File: config.mk
export PLATFORM = sky130hd
export DESIGN_NAME = sor_walk
export DESIGN_NICKNAME = d
export VERILOG_FILES = /design/src/design/assert_macros.svh /design/src/design/sor_pkg.sv /design/src/design/sor_walk.sv
export SDC_FILE = /design/constraint.sdc
export NUM_CORES = 1
export LEC_CHECK = 0
export BUFFER_PORTS_ARGS = -buffer_cell sky130_fd_sc_hd__buf_2
export CORE_MARGIN = 4
export CORE_UTILIZATION = 65
export CTS_BUF_LIST = sky130_fd_sc_hd__clkbuf_8
export DETAILED_ROUTE_END_ITERATION = 10
export PLACE_DENSITY = 0.92
export SYNTH_ARGS = -nofsm -noshare
export SYNTH_HDL_FRONTEND = slang
export SYNTH_SLANG_ARGS = --single-unit
File: constraint.sdc
create_clock -name clk -period 7.8 [get_ports clk]
set_input_delay 0.39 -clock clk [delete_from_list [all_inputs] [get_ports clk]]
set_output_delay 0.39 -clock clk [all_outputs]
set_load 0.05 [all_outputs]
File: src/design/assert_macros.svh
// assertion macros shared by the spiral order reader rtl
// no dependencies; define ASSERT_OFF to drop every check
`ifndef ASSERT_MACROS_SVH
`define ASSERT_MACROS_SVH

`ifndef ASSERT_OFF

// same-cycle implication, held off during reset
`define ASSERT_IMPL(label, clk, rst_n, ante, cons) \
	label: assert property (@(posedge clk) disable iff (!rst_n) (ante) |-> (cons)) \
		else $error("same-cycle check failed");

// next-cycle implication, held off during reset
`define ASSERT_NEXT(label, clk, rst_n, ante, cons) \
	label: assert property (@(posedge clk) disable iff (!rst_n) (ante) |=> (cons)) \
		else $error("next-cycle check failed");

`else

`define ASSERT_IMPL(label, clk, rst_n, ante, cons)
`define ASSERT_NEXT(label, clk, rst_n, ante, cons)

`endif

`endif

File: src/design/sor_pkg.sv
// shared types, constants and helpers for the spiral order reader
// no dependencies
package sor_pkg;

	localparam int DATA_WIDTH = 32;
	localparam int DIM_W      = 5;
	localparam int IDX_W      = 4;
	localparam int ADDR_W     = 8;
	localparam int DEPTH      = 256;
	localparam int CNT_W      = 9;
	localparam int BND_W      = 6;
	localparam int CFG_IDX_W  = 1;

	localparam logic [DIM_W-1:0] ROWS_MAX = 5'd16;
	localparam logic [DIM_W-1:0] COLS_MAX = 5'd16;

	// configuration register indexes
	localparam logic [CFG_IDX_W-1:0] REG_NUM_ROWS = 1'd0;
	localparam logic [CFG_IDX_W-1:0] REG_NUM_COLS = 1'd1;

	// item actions
	localparam logic ACT_LOAD = 1'b0;
	localparam logic ACT_EMIT = 1'b1;

	// walk directions
	localparam logic [1:0] DIR_RIGHT = 2'd0;
	localparam logic [1:0] DIR_DOWN  = 2'd1;
	localparam logic [1:0] DIR_LEFT  = 2'd2;
	localparam logic [1:0] DIR_UP    = 2'd3;

	typedef logic signed [BND_W-1:0] bnd_t;

	typedef struct packed {
		logic                 we;
		logic [CFG_IDX_W-1:0] index;
		logic [DIM_W-1:0]     data;
	} cfg_wr_t;

	typedef struct packed {
		logic [ADDR_W-1:0] wr_addr;
		logic [ADDR_W-1:0] rd_addr;
		logic [IDX_W-1:0]  row;
		logic [IDX_W-1:0]  col;
		logic              last;
	} walk_t;

	// zero acts as one, large values clamp to the maximum
	function automatic logic [DIM_W-1:0] sat_dim(input logic [DIM_W-1:0] v,
			input logic [DIM_W-1:0] vmax);
		logic [DIM_W-1:0] r;
		r = v;
		if (v == '0) begin
			r = DIM_W'(1);
		end else if (v > vmax) begin
			r = vmax;
		end
		return r;
	endfunction

endpackage

File: src/design/sor_walk.sv
// spiral walk state: dimensions, bounds, position, count and load pointer
// depends on sor_pkg
module sor_walk import sor_pkg::*; (
	input  logic    clk,
	input  logic    arst_n,
	input  cfg_wr_t cfg,
	input  logic    load_en,
	input  logic    emit_en,
	output walk_t   walk
);
	logic [DIM_W-1:0]  rows_q, cols_q, n_rows, n_cols;
	logic [ADDR_W-1:0] lp_q, n_lp;
	bnd_t              top_q, bottom_q, left_q, right_q;
	bnd_t              n_top, n_bottom, n_left, n_right;
	logic [IDX_W-1:0]  row_q, col_q, n_row, n_col;
	logic [1:0]        dir_q, n_dir;
	logic [CNT_W-1:0]  cnt_q, n_cnt, cnt_inc, total;
	logic [CNT_W-1:0]  wa_full, wa_inc, rd_full;
	logic              rearm, shrink, fin;
	bnd_t              row_s, col_s;

	// derived values from the current state
	always_comb begin
		total   = CNT_W'(rows_q) * CNT_W'(cols_q);
		wa_full = (CNT_W'(lp_q) >= total) ? '0 : CNT_W'(lp_q);
		wa_inc  = wa_full + CNT_W'(1);
		rd_full = CNT_W'(row_q) * CNT_W'(cols_q) + CNT_W'(col_q);
		cnt_inc = cnt_q + CNT_W'(1);
		fin     = (cnt_inc >= total);
		row_s   = $signed({2'b00, row_q});
		col_s   = $signed({2'b00, col_q});
	end

	assign walk.wr_addr = wa_full[ADDR_W-1:0];
	assign walk.rd_addr = rd_full[ADDR_W-1:0];
	assign walk.row     = row_q;
	assign walk.col     = col_q;
	assign walk.last    = fin;

	// next state
	always_comb begin
		n_rows   = rows_q;
		n_cols   = cols_q;
		n_lp     = lp_q;
		n_top    = top_q;
		n_bottom = bottom_q;
		n_left   = left_q;
		n_right  = right_q;
		n_row    = row_q;
		n_col    = col_q;
		n_dir    = dir_q;
		n_cnt    = cnt_q;
		rearm    = 1'b0;
		shrink   = 1'b0;
		if (cfg.we) begin
			case (cfg.index)
				REG_NUM_ROWS: begin
					n_rows = sat_dim(cfg.data, ROWS_MAX);
					rearm  = 1'b1;
				end
				REG_NUM_COLS: begin
					n_cols = sat_dim(cfg.data, COLS_MAX);
					rearm  = 1'b1;
				end
				default: begin
					rearm = 1'b0;
				end
			endcase
		end else if (load_en) begin
			n_lp = (wa_inc >= total) ? '0 : wa_inc[ADDR_W-1:0];
		end else if (emit_en) begin
			if (fin) begin
				rearm = 1'b1;
			end else begin
				n_cnt = cnt_inc;
				// step along the current edge or shrink the finished side
				case (dir_q)
					DIR_RIGHT: begin
						if (col_s < right_q) n_col = col_q + IDX_W'(1);
						else begin n_top = top_q + BND_W'(1); shrink = 1'b1; end
					end
					DIR_DOWN: begin
						if (row_s < bottom_q) n_row = row_q + IDX_W'(1);
						else begin n_right = right_q - BND_W'(1); shrink = 1'b1; end
					end
					DIR_LEFT: begin
						if (col_s > left_q) n_col = col_q - IDX_W'(1);
						else begin n_bottom = bottom_q - BND_W'(1); shrink = 1'b1; end
					end
					default: begin
						if (row_s > top_q) n_row = row_q - IDX_W'(1);
						else begin n_left = left_q + BND_W'(1); shrink = 1'b1; end
					end
				endcase
				// turn the corner onto the next edge
				if (shrink) begin
					n_dir = dir_q + 2'd1;
					if (!(n_top > n_bottom || n_left > n_right)) begin
						case (n_dir)
							DIR_RIGHT: begin
								n_row = n_top[IDX_W-1:0];
								n_col = n_left[IDX_W-1:0];
							end
							DIR_DOWN: begin
								n_row = n_top[IDX_W-1:0];
								n_col = n_right[IDX_W-1:0];
							end
							DIR_LEFT: begin
								n_row = n_bottom[IDX_W-1:0];
								n_col = n_right[IDX_W-1:0];
							end
							default: begin
								n_row = n_bottom[IDX_W-1:0];
								n_col = n_left[IDX_W-1:0];
							end
						endcase
					end
				end
			end
		end
		// rearm load pointer and walk for the (possibly new) dimensions
		if (rearm) begin
			n_lp     = '0;
			n_top    = '0;
			n_bottom = $signed({1'b0, n_rows}) - BND_W'(1);
			n_left   = '0;
			n_right  = $signed({1'b0, n_cols}) - BND_W'(1);
			n_row    = '0;
			n_col    = '0;
			n_dir    = DIR_RIGHT;
			n_cnt    = '0;
		end
	end

	// state registers
	always_ff @(posedge clk or negedge arst_n) begin
		if (!arst_n) begin
			rows_q   <= ROWS_MAX;
			cols_q   <= COLS_MAX;
			lp_q     <= '0;
			top_q    <= '0;
			bottom_q <= $signed({1'b0, ROWS_MAX}) - BND_W'(1);
			left_q   <= '0;
			right_q  <= $signed({1'b0, COLS_MAX}) - BND_W'(1);
			row_q    <= '0;
			col_q    <= '0;
			dir_q    <= DIR_RIGHT;
			cnt_q    <= '0;
		end else begin
			rows_q   <= n_rows;
			cols_q   <= n_cols;
			lp_q     <= n_lp;
			top_q    <= n_top;
			bottom_q <= n_bottom;
			left_q   <= n_left;
			right_q  <= n_right;
			row_q    <= n_row;
			col_q    <= n_col;
			dir_q    <= n_dir;
			cnt_q    <= n_cnt;
		end
	end
endmodule

==> metrics.yaml <==
outcome: "completed"
postSynthAreaPerCell_um2: 8.67
antenna_found_initial: 0
ys.flop_type: "dfrtp_1"
synth_top_family_by_area: "adder cells"
first_global_vias: 6437
yosysWarnings: 0
cts_max_level: 3
path_buf_inv: 1
die_h_um: 113
final_area_um2: 7660
cts.clk_slew.worst_paths_ns: 0.08
synth_compound_area_share_pct: 21.2
worst_path_most_repeated_cell: "ha_1"
dieArea_um2: 12800
hold_viol_final: 0
critPathArrivalTime_ns: 7.47
routabilityCongestion: 0.968
die_w_um: 113
syn_nets: 949
synth_enable_flop_cells: 0
cts_setup_buffers: 0
ys_ff_latch: 61
dp_hpwl_um: 13800
leakage_nw: 3.74
max_stage_delay_ns: 0.61
timing.fmax_ghz: 0.139
via_per_inst: 6.58
n_antenna_cell: 0
wl_um: 18600
synth.area.mux_share_pct: 3.29
cp-start-kind: "register"
fin_skew_ns: 0.0141
cts_sinks: 61
vdd.ir_drop.worst_v: 0.000120
io_buffers: 35
syn_area_um2: 7160
yosysSeqAreaShare_pct: 21.5
synth_top_area_cell: "dfrtp_1"
grt_overflow: 0
antenna_left: 0
worst_slew_pin_slew_ns: 0.926
cts_made_buffers: 9
synthXorXnorAreaFrac_pct: 6.61
max_cap_viol_count: 0
synthAdderAreaFrac_pct: 21.8
final_common_cell: "ha_1"
async_flop_share_pct: 100
start_util_pct: 66.3
coreArea_um2: 10800
synth_area_leaders: "dfrtp_1, ha_1, xnor2_1"
fillers: 765
hold_class: "in2async"
path_delay_family: "adder cells"
cts_tree: "built"
fp-row-count: 38
slew_viol_final: 0
dr.first_iter.drc_count: 605
final_nets: 972
root_buffer: "clkbuf_8"
synthSimpleGateAreaFrac_pct: 19.8
placed_area_um2: 7420
io_pins: 36
wl_per_cell_um: 18.8
total_power_mw: 1.40
power.density_nw_per_um2: 183
end_kind: "register"
cp_slowest_cell: "dfstp_2"
setup_viol: 0
clockBufferDepth: 2
period_needed_ns: 7.18
insertion_delay_ns: 0.36
area_delta_synth_final_pct: 7.01
grt_pass1_wl_um: 31500
critPathKind: "reg2reg"
drc: 0
fin_crit_sh_pct: 92.1
cts_hold_buf: 0
synth_cells: 825
synth_top_area_share_pct: 17.8
rsz0062_at_grt: "false"
relSlewSlack_pct: 36.7
vias: 6534
required_ns: 8.09
track_usage_pct: 30.2
tns_ns: 0
mostFrequentLayoutCells: "ha_1, inv_1, nand2_1, dfrtp_1, nor2_1"
drt_first_pass_iters: 6
cp_max_fo: 15
grt_start_max_net_pins: 62
ys_types: 83
post_cts_resized: 0
layout-drive-gt1-share_pct: 10.7
area by class of cell:
| cell class | instances | area [µm²] | share of cell area [%] |
|---|---|---|---|
| Clock buffer | 11 | 151 | 1.98 |
| Clock inverter | 5 | 82.6 | 1.08 |
| Inverter | 76 | 285 | 3.73 |
| Multi-Input combinational cell | 660 | 5210 | 68.1 |
| Sequential cell | 61 | 1540 | 20.1 |
| Tap cell | 140 | 175 | 2.29 |
| Timing Repair Buffer | 40 | 213 | 2.78 |
synthesized netlist by cell type (7+ instances only):
| cell | instances |
|---|---|
| a211oi_1 | 11 |
| a21o_1 | 15 |
| a21oi_1 | 33 |
| a22o_1 | 13 |
| a32oi_1 | 7 |
| and2_1 | 36 |
| and3_1 | 9 |
| clkbuf_1 | 18 |
| dfrtp_1 | 51 |
| dfstp_2 | 10 |
| fa_1 | 16 |
| ha_1 | 97 |
| inv_1 | 75 |
| mux2i_1 | 19 |
| nand2_1 | 51 |
| nand2b_1 | 14 |
| nand3_1 | 32 |
| nor2_1 | 44 |
| nor2b_1 | 18 |
| nor3_1 | 22 |
| nor4b_1 | 7 |
| o211ai_1 | 7 |
| o21a_1 | 15 |
| o21ai_0 | 24 |
| o22ai_1 | 8 |
| or3_1 | 8 |
| xnor2_1 | 38 |
| xor2_1 | 16 |
path summary, 6_finish.rpt:
path | start | to | slack, ns | cells past startpoint
max | cols_q[4] | lp_q[3] | 0.62 | 27
min | arst_n | top_q[1] | 0.18 | 2
max reg2reg | cols_q[4] | lp_q[3] | 0.62 | 27
min reg2reg | lp_q[0] | lp_q[0] | 0.52 | 1
max in group asynchronous | arst_n | cols_q[3] | 7.07 | 2
min in group clk | cfg[4] | rows_q[4] | 0.42 | 3
logic make-up after synthesis:
family / Yosys count
AOI/OAI and AO/OA: 202
DFF: 61
xor gates and xnor gates: 54
muxes: 23
adders and majority gates: 115
buffers and inverters: 104
and+or+nand+nor: 266
routing by layer:
layer | up-vias | global-route usage, % | routed length (µm)
met5 | - | 0 | 0
met4 | 0 | 14.7 | 709
met3 | 59 | 5.35 | 1620
met2 | 337 | 49.2 | 8750
met1 | 3110 | 38.8 | 7540
li1 | 3028 | - | -
flip-flops by register name (all words and copies together) (netlist names):
register and count:
cols_q 5, bottom_q 6, lp_q 8, row_q 4, left_q 6, dir_q 2, col_q 4, cnt_q 9
right_q 6, rows_q 5, top_q 6
through the flow:
step | util [%] | instances | worst slack (ns) | hold WS [ns]
after floorplan | - | 825 | 0.365 | 0.0944
after global placement | 68.7 | 977 | 0.802 | 0.496
after detailed placement | 68.7 | 977 | 0.581 | 0.505
after CTS | 70.9 | 993 | 0.536 | 0.227
after global routing | 70.9 | 993 | 0.0679 | 0.269
final | 70.9 | 993 | 0.617 | 0.183
report_power, final:
| part | switching [mW] | internal [mW] |
|---|---|---|
| sequential | 0.0551 | 0.360 |
| clock | 0.141 | 0.197 |
| combinational | 0.404 | 0.244 |
| total | 0.600 | 0.802 |
No activity file was read; power rests on OpenSTA's default activity.
